<file path="src/rtl/eadec_pkg.sv">
// ----------------------------------------------------------------------------
// eadec_pkg
// Shared types, command codes and the predictor weight table of the
// block-framed ADPCM decoder.
// ----------------------------------------------------------------------------
package eadec_pkg;

	// Default frame length, in bytes per channel.
	localparam int BYTES_PER_CHANNEL_BLOCK = 15;
	// Default depth of the command queue between front and back.
	localparam int CMD_QUEUE_DEPTH = 4;

	// Configuration register indexes.
	localparam logic CFG_STEREO_MODE = 1'b0;
	localparam logic CFG_CLIP_ENABLE = 1'b1;

	// Input item kinds.
	localparam logic KIND_BYTE          = 1'b0;
	localparam logic KIND_SECTION_START = 1'b1;

	// Command codes handed from the front to the back.
	localparam logic [2:0] OP_CLEAR     = 3'd0;
	localparam logic [2:0] OP_WEIGHTS   = 3'd1;
	localparam logic [2:0] OP_SHIFTS    = 3'd2;
	localparam logic [2:0] OP_MONO_HDR  = 3'd3;
	localparam logic [2:0] OP_DATA_ST   = 3'd4;
	localparam logic [2:0] OP_DATA_MONO = 3'd5;

	typedef struct packed {
		logic       kind;
		logic [7:0] byte_value;
	} item_t;

	typedef struct packed {
		logic signed [15:0] first_sample;
		logic signed [15:0] second_sample;
	} result_t;

	typedef struct packed {
		logic [2:0] op;
		logic [7:0] data;
	} cmd_t;

	// Predictor weight table, 20 entries of signed 10-bit values.
	function automatic logic signed [9:0] weight_lookup(input logic [4:0] idx);
		logic signed [9:0] w;
		case (idx)
			5'd1:    w = 10'sd240;
			5'd2:    w = 10'sd460;
			5'd3:    w = 10'sd392;
			5'd6:    w = -10'sd208;
			5'd7:    w = -10'sd220;
			5'd9:    w = 10'sd1;
			5'd10:   w = 10'sd3;
			5'd11:   w = 10'sd4;
			5'd12:   w = 10'sd7;
			5'd13:   w = 10'sd8;
			5'd14:   w = 10'sd10;
			5'd15:   w = 10'sd11;
			5'd17:   w = -10'sd1;
			5'd18:   w = -10'sd3;
			5'd19:   w = -10'sd4;
			default: w = 10'sd0;
		endcase
		return w;
	endfunction

endpackage

</file>
<file path="src/rtl/eadec_front.sv">
// ----------------------------------------------------------------------------
// eadec_front
// Tracks the byte position inside a block and turns each input item into a
// command for the back: clear, header update or data decode.
// ----------------------------------------------------------------------------
module eadec_front import eadec_pkg::*; #(
	parameter int BYTES_PER_CHANNEL_BLOCK = eadec_pkg::BYTES_PER_CHANNEL_BLOCK
) (
	input  logic  clk,
	input  logic  arst_n,
	input  logic  stereo_mode,
	input  logic  push,
	input  item_t item,
	output logic  full,
	output logic  cmd_push,
	output cmd_t  cmd,
	input  logic  cmd_full
);

	localparam int POS_W = $clog2(2 * BYTES_PER_CHANNEL_BLOCK);
	localparam int LEN_W = POS_W + 1;
	localparam logic [LEN_W-1:0] LEN_ST   = LEN_W'(2 * BYTES_PER_CHANNEL_BLOCK);
	localparam logic [LEN_W-1:0] LEN_MONO = LEN_W'(BYTES_PER_CHANNEL_BLOCK);

	logic [POS_W-1:0] pos_q;
	logic [LEN_W-1:0] len;
	logic [LEN_W-1:0] pos_eff;
	logic [LEN_W-1:0] pos_inc;
	logic [POS_W-1:0] pos_next;
	logic             accept;

	assign full     = cmd_full;
	assign accept   = push & ~cmd_full;
	assign cmd_push = accept;

	// A position left over from the other mode starts a new block.
	assign len      = stereo_mode ? LEN_ST : LEN_MONO;
	assign pos_eff  = (LEN_W'(pos_q) >= len) ? '0 : LEN_W'(pos_q);
	assign pos_inc  = pos_eff + LEN_W'(1);
	assign pos_next = (pos_inc >= len) ? '0 : pos_inc[POS_W-1:0];

	// Classify the request by kind, mode and position.
	always_comb begin
		cmd.data = item.byte_value;
		if (item.kind == KIND_SECTION_START) begin
			cmd.op = OP_CLEAR;
		end else if (stereo_mode) begin
			if (pos_eff == '0) begin
				cmd.op = OP_WEIGHTS;
			end else if (pos_eff == LEN_W'(1)) begin
				cmd.op = OP_SHIFTS;
			end else begin
				cmd.op = OP_DATA_ST;
			end
		end else begin
			cmd.op = (pos_eff == '0) ? OP_MONO_HDR : OP_DATA_MONO;
		end
	end

	// Block position register.
	always_ff @(posedge clk or negedge arst_n) begin
		if (!arst_n) begin
			pos_q <= '0;
		end else if (accept) begin
			pos_q <= (item.kind == KIND_SECTION_START) ? '0 : pos_next;
		end
	end

endmodule

</file>
<file path="src/rtl/eadec_cmd_fifo.sv">
// ----------------------------------------------------------------------------
// eadec_cmd_fifo
// Short command queue that lets the front and the back stall independently.
// ----------------------------------------------------------------------------
module eadec_cmd_fifo import eadec_pkg::*; #(
	parameter int DEPTH = eadec_pkg::CMD_QUEUE_DEPTH
) (
	input  logic clk,
	input  logic arst_n,
	input  logic push,
	input  cmd_t din,
	output logic full,
	input  logic pop,
	output cmd_t dout,
	output logic empty
);

	localparam int IDX_W = (DEPTH > 1) ? $clog2(DEPTH) : 1;
	localparam int CNT_W = $clog2(DEPTH + 1);

	cmd_t             mem_q [DEPTH];
	logic [IDX_W-1:0] wr_q;
	logic [IDX_W-1:0] rd_q;
	logic [CNT_W-1:0] count_q;
	logic             do_push;
	logic             do_pop;

	assign full    = (count_q == CNT_W'(DEPTH));
	assign empty   = (count_q == '0);
	assign do_push = push & ~full;
	assign do_pop  = pop & ~empty;
	assign dout    = mem_q[rd_q];

	// Storage; entries carry no reset.
	always_ff @(posedge clk) begin
		if (do_push) begin
			mem_q[wr_q] <= din;
		end
	end

	// Pointers and fill count.
	always_ff @(posedge clk or negedge arst_n) begin
		if (!arst_n) begin
			wr_q    <= '0;
			rd_q    <= '0;
			count_q <= '0;
		end else begin
			if (do_push) begin
				wr_q <= (wr_q == IDX_W'(DEPTH - 1)) ? '0 : wr_q + IDX_W'(1);
			end
			if (do_pop) begin
				rd_q <= (rd_q == IDX_W'(DEPTH - 1)) ? '0 : rd_q + IDX_W'(1);
			end
			if (do_push & ~do_pop) begin
				count_q <= count_q + CNT_W'(1);
			end else if (do_pop & ~do_push) begin
				count_q <= count_q - CNT_W'(1);
			end
		end
	end

endmodule

</file>
<file path="src/rtl/eadec_back.sv">
// ----------------------------------------------------------------------------
// eadec_back
// Executes commands: keeps per-channel weights, shifts and history, and
// decodes data bytes one sample at a time through a multiply stage and an
// accumulate stage, holding the finished result for the consumer.
// ----------------------------------------------------------------------------
module eadec_back import eadec_pkg::*; (
	input  logic    clk,
	input  logic    arst_n,
	input  logic    clip_enable,
	input  logic    cmd_valid,
	input  cmd_t    cmd,
	output logic    cmd_pop,
	output result_t result,
	output logic    result_valid,
	input  logic    result_pop
);

	localparam logic [1:0] ST_IDLE = 2'd0;
	localparam logic [1:0] ST_MUL  = 2'd1;
	localparam logic [1:0] ST_ACC  = 2'd2;
	localparam logic [1:0] ST_HOLD = 2'd3;

	logic [1:0]         state_q;
	logic [7:0]         byte_q;
	logic               stereo_q;
	logic               idx_q;
	logic signed [15:0] first_q;
	logic signed [15:0] second_q;
	result_t            out_q;
	logic               out_valid_q;

	logic [31:0]        cur_hist_q [2];
	logic [31:0]        prev_hist_q [2];
	logic signed [9:0]  cur_w_q [2];
	logic signed [9:0]  prev_w_q [2];
	logic [4:0]         shift_q [2];

	logic [31:0]        p_cur_s1;
	logic [31:0]        p_prev_s1;
	logic [31:0]        base_s1;

	logic               ch;
	logic [3:0]         nib;
	logic signed [31:0] p_cur;
	logic signed [31:0] p_prev;
	logic [31:0]        base;
	logic [31:0]        sum;
	logic signed [31:0] scaled;
	logic [31:0]        sample;
	logic               out_free;
	logic               out_write;
	result_t            out_next;

	// Sample selection: the second sample uses the low nibble, and the right
	// channel in stereo.
	assign ch  = idx_q & stereo_q;
	assign nib = idx_q ? byte_q[3:0] : byte_q[7:4];

	// Multiply stage inputs; only the low 32 bits of each product are kept.
	assign p_cur  = $signed(cur_hist_q[ch]) * cur_w_q[ch];
	assign p_prev = $signed(prev_hist_q[ch]) * prev_w_q[ch];
	assign base   = 32'($signed({nib, 28'd0}) >>> shift_q[ch]);

	// Accumulate stage: round, scale down, optionally saturate.
	assign sum    = base_s1 + p_cur_s1 + p_prev_s1 + 32'h0000_0080;
	assign scaled = $signed(sum) >>> 8;
	always_comb begin
		sample = scaled;
		if (clip_enable) begin
			if (scaled < -32'sd32768) begin
				sample = 32'hFFFF_8000;
			end else if (scaled > 32'sd32767) begin
				sample = 32'h0000_7FFF;
			end
		end
	end

	// Result register handshake.
	assign out_free     = ~out_valid_q | result_pop;
	assign cmd_pop      = (state_q == ST_IDLE) & cmd_valid;
	assign result       = out_q;
	assign result_valid = out_valid_q;

	always_comb begin
		out_write = 1'b0;
		out_next  = '{first_sample: first_q, second_sample: second_q};
		if ((state_q == ST_ACC) && idx_q && out_free) begin
			out_write = 1'b1;
			out_next  = '{first_sample: first_q, second_sample: sample[15:0]};
		end else if ((state_q == ST_HOLD) && out_free) begin
			out_write = 1'b1;
		end
	end

	// Multiply pipeline register.
	always_ff @(posedge clk) begin
		if (state_q == ST_MUL) begin
			p_cur_s1  <= p_cur;
			p_prev_s1 <= p_prev;
			base_s1   <= base;
		end
	end

	// Payload registers of the data byte in flight and of the result.
	always_ff @(posedge clk) begin
		if (cmd_pop) begin
			byte_q   <= cmd.data;
			stereo_q <= (cmd.op == OP_DATA_ST);
		end
		if (state_q == ST_ACC) begin
			if (idx_q) begin
				second_q <= sample[15:0];
			end else begin
				first_q <= sample[15:0];
			end
		end
		if (out_write) begin
			out_q <= out_next;
		end
	end

	// Sequencer and channel state.
	always_ff @(posedge clk or negedge arst_n) begin
		if (!arst_n) begin
			state_q     <= ST_IDLE;
			idx_q       <= 1'b0;
			out_valid_q <= 1'b0;
			for (int c = 0; c < 2; c++) begin
				cur_hist_q[c]  <= '0;
				prev_hist_q[c] <= '0;
				cur_w_q[c]     <= '0;
				prev_w_q[c]    <= '0;
				shift_q[c]     <= 5'd8;
			end
		end else begin
			if (out_write) begin
				out_valid_q <= 1'b1;
			end else if (result_pop) begin
				out_valid_q <= 1'b0;
			end

			case (state_q)
				ST_IDLE: begin
					if (cmd_valid) begin
						case (cmd.op)
							OP_CLEAR: begin
								for (int c = 0; c < 2; c++) begin
									cur_hist_q[c]  <= '0;
									prev_hist_q[c] <= '0;
								end
							end
							OP_WEIGHTS: begin
								cur_w_q[0]  <= weight_lookup({1'b0, cmd.data[7:4]});
								prev_w_q[0] <= weight_lookup({1'b0, cmd.data[7:4]} + 5'd4);
								cur_w_q[1]  <= weight_lookup({1'b0, cmd.data[3:0]});
								prev_w_q[1] <= weight_lookup({1'b0, cmd.data[3:0]} + 5'd4);
							end
							OP_SHIFTS: begin
								shift_q[0] <= {1'b0, cmd.data[7:4]} + 5'd8;
								shift_q[1] <= {1'b0, cmd.data[3:0]} + 5'd8;
							end
							OP_MONO_HDR: begin
								cur_w_q[0]  <= weight_lookup({1'b0, cmd.data[7:4]});
								prev_w_q[0] <= weight_lookup({1'b0, cmd.data[7:4]} + 5'd4);
								shift_q[0]  <= {1'b0, cmd.data[3:0]} + 5'd8;
							end
							OP_DATA_ST, OP_DATA_MONO: begin
								idx_q   <= 1'b0;
								state_q <= ST_MUL;
							end
							default: begin
							end
						endcase
					end
				end
				ST_MUL: begin
					state_q <= ST_ACC;
				end
				ST_ACC: begin
					prev_hist_q[ch] <= cur_hist_q[ch];
					cur_hist_q[ch]  <= sample;
					if (!idx_q) begin
						idx_q   <= 1'b1;
						state_q <= ST_MUL;
					end else if (out_free) begin
						state_q <= ST_IDLE;
					end else begin
						state_q <= ST_HOLD;
					end
				end
				ST_HOLD: begin
					if (out_free) begin
						state_q <= ST_IDLE;
					end
				end
				default: begin
					state_q <= ST_IDLE;
				end
			endcase
		end
	end

endmodule

</file>
<file path="src/rtl/ea_adpcm_block_decoder_unit.sv">
// ----------------------------------------------------------------------------
// ea_adpcm_block_decoder_unit
// Block-framed ADPCM decoder: one compressed byte per request in, one pair of
// 16-bit samples out for every data byte.
//
//   Channel   Handshake             Payload
//   item      push / full           item_t   (kind, byte_value)
//   result    empty / pop           result_t (first_sample, second_sample)
//   config    cfg_we                cfg_index, cfg_data
//
// A header byte or a section start is executed by the back while it is idle;
// a data byte is taken as a command, then each of its samples passes the
// shared multiply stage followed by the accumulate stage, and the second
// sample depends on the first in mono.
// Reset sets weights to zero, shifts to eight and histories to zero at once.
// When the command queue fills, full rises; a result waiting in the output
// register stalls only the back, and the front keeps taking requests.
// ----------------------------------------------------------------------------
module ea_adpcm_block_decoder_unit import eadec_pkg::*; #(
	parameter int BYTES_PER_CHANNEL_BLOCK = eadec_pkg::BYTES_PER_CHANNEL_BLOCK,
	parameter int CMD_QUEUE_DEPTH         = eadec_pkg::CMD_QUEUE_DEPTH
) (
	input  logic    clk,
	input  logic    arst_n,
	input  logic    push,
	input  item_t   item,
	output logic    full,
	output logic    empty,
	input  logic    pop,
	output result_t result,
	input  logic    cfg_we,
	input  logic    cfg_index,
	input  logic    cfg_data
);

	logic    stereo_mode_q;
	logic    clip_enable_q;
	logic    cmd_push;
	logic    cmd_full;
	logic    cmd_pop;
	logic    cmd_empty;
	cmd_t    cmd_in;
	cmd_t    cmd_out;
	logic    result_valid;
	logic    result_pop;

	// Configuration registers.
	always_ff @(posedge clk or negedge arst_n) begin
		if (!arst_n) begin
			stereo_mode_q <= 1'b1;
			clip_enable_q <= 1'b1;
		end else if (cfg_we) begin
			case (cfg_index)
				CFG_STEREO_MODE: stereo_mode_q <= cfg_data;
				CFG_CLIP_ENABLE: clip_enable_q <= cfg_data;
				default: begin
				end
			endcase
		end
	end

	// Result queue view.
	assign empty      = ~result_valid;
	assign result_pop = pop & result_valid;

	eadec_front #(
		.BYTES_PER_CHANNEL_BLOCK(BYTES_PER_CHANNEL_BLOCK)
	) u_front (
		.clk        (clk),
		.arst_n     (arst_n),
		.stereo_mode(stereo_mode_q),
		.push       (push),
		.item       (item),
		.full       (full),
		.cmd_push   (cmd_push),
		.cmd        (cmd_in),
		.cmd_full   (cmd_full)
	);

	eadec_cmd_fifo #(
		.DEPTH(CMD_QUEUE_DEPTH)
	) u_cmd_fifo (
		.clk   (clk),
		.arst_n(arst_n),
		.push  (cmd_push),
		.din   (cmd_in),
		.full  (cmd_full),
		.pop   (cmd_pop),
		.dout  (cmd_out),
		.empty (cmd_empty)
	);

	eadec_back u_back (
		.clk         (clk),
		.arst_n      (arst_n),
		.clip_enable (clip_enable_q),
		.cmd_valid   (~cmd_empty),
		.cmd         (cmd_out),
		.cmd_pop     (cmd_pop),
		.result      (result),
		.result_valid(result_valid),
		.result_pop  (result_pop)
	);

endmodule
</file>
<file path="config.mk">
export PLATFORM = sky130hd
export DESIGN_NAME = ea_adpcm_block_decoder_unit
export DESIGN_NICKNAME = d
export VERILOG_FILES = /design/src/rtl/eadec_pkg.sv /design/src/rtl/eadec_front.sv /design/src/rtl/eadec_cmd_fifo.sv /design/src/rtl/eadec_back.sv /design/src/rtl/ea_adpcm_block_decoder_unit.sv
export SDC_FILE = /design/constraint.sdc
export NUM_CORES = 2
export LEC_CHECK = 0
export BUFFER_PORTS_ARGS = -buffer_cell sky130_fd_sc_hd__buf_2
export CORE_MARGIN = 2
export CORE_UTILIZATION = 30
export DETAILED_ROUTE_END_ITERATION = 8
export GPL_ROUTABILITY_DRIVEN = 1
export SYNTH_ARGS = -nofsm -noshare
export SYNTH_HDL_FRONTEND = slang
export SYNTH_HIERARCHICAL = 1
export SYNTH_SLANG_ARGS = --single-unit
</file>
<file path="constraint.sdc">
create_clock -name clk -period 10.7 [get_ports clk]
set_input_delay 1.07 -clock clk [delete_from_list [all_inputs] [get_ports clk]]
set_output_delay 1.07 -clock clk [all_outputs]
set_load 0.05 [all_outputs]
</file>
==> metrics.cfg <==
[clock_network]
cts_made_buffers = 39
cts_max_level = 2
cts_resized = 0
insertion_delay_ns = 0.57
cts_sinks = 377
cts_hold_buffers = 0
clockBufferDepth = 3
cts_root_buf = clkbuf_16
clk_pin_slew_ns = 0.06
cts_tree = yes
postCtsSetupBuffers = 0

[logic_synthesis]
synth_nets = 4013
async_flop_share_pct = 43.5
yosys.area.top_type = fa_1
synth_cells = 3349
synth_area_leaders = fa_1 24%, edfxtp_1 19%, dfrtp_1 12%
ys_seq_area_share_pct = 30.6
synth_top_area_share_pct = 24.4
ys_types = 91
synth_top_flop_cell = edfxtp_1
synth_area_sq_um = 34400
ys_warn_count = 6
synth-seq-cells = 377
synth.most_common_cell = inv_1
synthTopCellsByCount = 570 x inv_1, 419 x fa_1, 381 x nor2_1
synth-edff-count = 213
avgSynthCellArea_sq_um = 10.3

[drt]
viasPerCell = 4.83
routed_wl_um = 86900
drcViolationCount = 0
drt-wirelength-per-cell_um = 17.7
vias = 23700
ant_nets = 0
drt_iter0_drc = 1695
dr.pass1.iters = 6

[worst_setup_path]
end_kind = flip-flop
criticalPathCategory = flip-flop to flip-flop
worst-path-buf-inv = 6
r2r-end = u_back/p_prev_s1[31]$_DFFE_PN_
crit_family = adder cells
cp_num_cells = 25
cpPeakStageDelay_ns = 0.83
critPathRequiredTime_ns = 11.01
r2r_cells = 25
crit_fanout = 54
r2r-start = u_back/idx_q$_DFFE_PN0P_
critical-path-slowest-cell = nand2_4
arrival_ns = 8.83
ff2ff_setup_slack_ns = 2.18
startpoint_type = flip-flop

[cells_and_area]
nNetsFinal = 4020
area_growth_pct = 9.67
drive_gt1_share_pct = 8.56
antenna_cells = 0
fill_cells = 11600

[sta]
rsz0062_at_grt = false
fmax_ghz = 0.117
finalMaxSlewViolations = 0
finalHoldViolCount = 0
setup_violations = 0
fin_crit_sh_pct = 79.6
tightestPinTransition_ns = 1.14
period_minus_slack_ns = 8.52
finClkSkew_ns = 0.0369
max_slew_margin_pct = 21.8
setup_tns_ns = 0

[global_routing]
antenna_found_initial = 0
gr-total-overflow = 0
grt_use_total_pct = 15.1
grt_pass1_wl_um = 138000
grt_pass1_vias = 24100
grt_max_degree = 69

[floorplan]
num_io_pins = 50
core_sq_um = 114000
dieArea_sq_um = 117000
die_h_um = 342
die_w_um = 342
row_count = 124
start_util_pct = 30.1

[hold_path]
hold_class = primary input to async pin

[place]
routabilityCongestion = 0.884
portBuffers = 49
post-dp-hpwl_um = 68800

[status]
status = finished, final reports clean

[flow_run]
max_cap_violations = 0

[cells in the final DEF (no fill, tap or decap), types with 32 or more instances in the layout]
cell type  instances
inv_1            570
ha_1             229
edfxtp_1         213
buf_2             48
dfrtp_1          160
clkbuf_16         40
nand2_1          328
mux2i_1           78
a22o_1            50
nand2b_1          32
fa_1             419
nor2_1           380
a21o_1            38
xnor2_1           78
a32o_1            33
buf_4             44
o21ai_0           60
a21oi_1          109
mux2_2            62
[worst reg2reg max path, stage by stage (launching register included)]
cell and delay [ns]:
dfrtp_1 0.61, nand2_4 0.83, buf_4 0.66, mux2i_1 0.57, nor2_1 0.14, fa_1 0.54
inv_1 0.05, fa_1 0.52, inv_1 0.05, fa_1 0.47, inv_1 0.05, fa_1 0.45
fa_1 0.49, inv_1 0.04, ha_1 0.34, and3_1 0.21, and3_1 0.21, inv_1 0.06
nor4_1 0.48, o31ai_1 0.19, o2111ai_1 0.31, a21oi_1 0.12, o21ba_2 0.25, o311ai_0 0.35
a21oi_1 0.15, xnor2_1 0.13
[worst max-delay path by stage]
stage	start	endpoint	slack (ns)
2_1_floorplan	u_back/idx_q$_DFFE_PN0P_	u_back/p_prev_s1[31]$_DFFE_PN_	2.96
3_3_place_gp	u_back/idx_q$_DFFE_PN0P_	u_back/p_prev_s1[31]$_DFFE_PN_	2.43
3_5_place_dp	u_back/idx_q$_DFFE_PN0P_	u_back/p_prev_s1[31]$_DFFE_PN_	2.22
4_1_cts	u_back/idx_q$_DFFE_PN0P_	u_back/p_prev_s1[31]$_DFFE_PN_	2.21
5_1_grt	u_back/idx_q$_DFFE_PN0P_	u_back/p_prev_s1[31]$_DFFE_PN_	1.63
6_report	u_back/idx_q$_DFFE_PN0P_	u_back/p_prev_s1[31]$_DFFE_PN_	2.18
[registers in the layout, summed over array words and instances (netlist names), 2 cells and up]
name	flops
u_back/cur_hist_q	48
u_back/prev_hist_q	48
u_back/first_q	16
u_cmd_fifo/rd_q	2
u_back/p_cur_s1	32
u_back/state_q	2
u_cmd_fifo/mem_q	44
u_back/result	32
u_back/base_s1	32
u_back/cur_w_q	20
u_back/byte_q	8
u_cmd_fifo/count_q	3
u_back/prev_w_q	20
u_back/shift_q	10
u_back/p_prev_s1	32
u_front/pos_q	5
u_back/second_q	16
u_cmd_fifo/wr_q	2
[per-stage QoR]
step	setup slack, ns	cells	hold WS, ns	instance area [sq um]	utilization, %
final	2.18	4899	0.395	37700	33.0
after CTS	2.21	4898	0.391	37700	33.0
after global routing	1.63	4899	0.409	37700	33.0
after detailed placement	2.22	4826	0.407	36300	31.9
after global placement	2.43	4826	0.403	36300	31.9
after floorplan	2.96	3349	0.400	34400	-
[routing by layer]
layer / wire [um] / part of all wire (%) / up-vias / GRT usage (%)
met5: 0 / 0 / - / 0
met4: 2860 / 3.3 / 0 / 4.70
met3: 5880 / 6.8 / 131 / 2.74
met2: 40800 / 47 / 732 / 24.4
met1: 37400 / 43 / 11900 / 20.5
li1: - / - / 10900 / -
[kinds of logic (layout without fill, tap and decap cells)]
| group | Yosys count | in the layout | synth area share, % |
|---|---|---|---|
| adder cells (fa/ha/maj) | 648 | 648 | 32.8 |
| multiplexers | 168 | 168 | 5.64 |
| AND/OR/NAND/NOR | 911 | 911 | 11.4 |
| flip-flops | 377 | 377 | 30.6 |
| buffers and inverters | 698 | 736 | 7.88 |
| XOR/XNOR | 105 | 105 | 2.68 |
| AO/OA/AOI/OAI | 442 | 442 | 9.05 |
[cell type report]
cell class / instances / area, sq um / share of cell area, %
multi-input combinational: 2274 / 21200 / 56.3
clock inverter: 23 / 267 / 0.707
tap: 1512 / 1890 / 5.02
inverter: 571 / 2140 / 5.69
clock buffer: 49 / 1060 / 2.83
sequential: 377 / 10500 / 27.9
timing repair buffer: 93 / 582 / 1.54
Power is left out: the tool's default activity adds up to more than one toggle a clock period on the data nets, which glitch-free logic cannot reach.
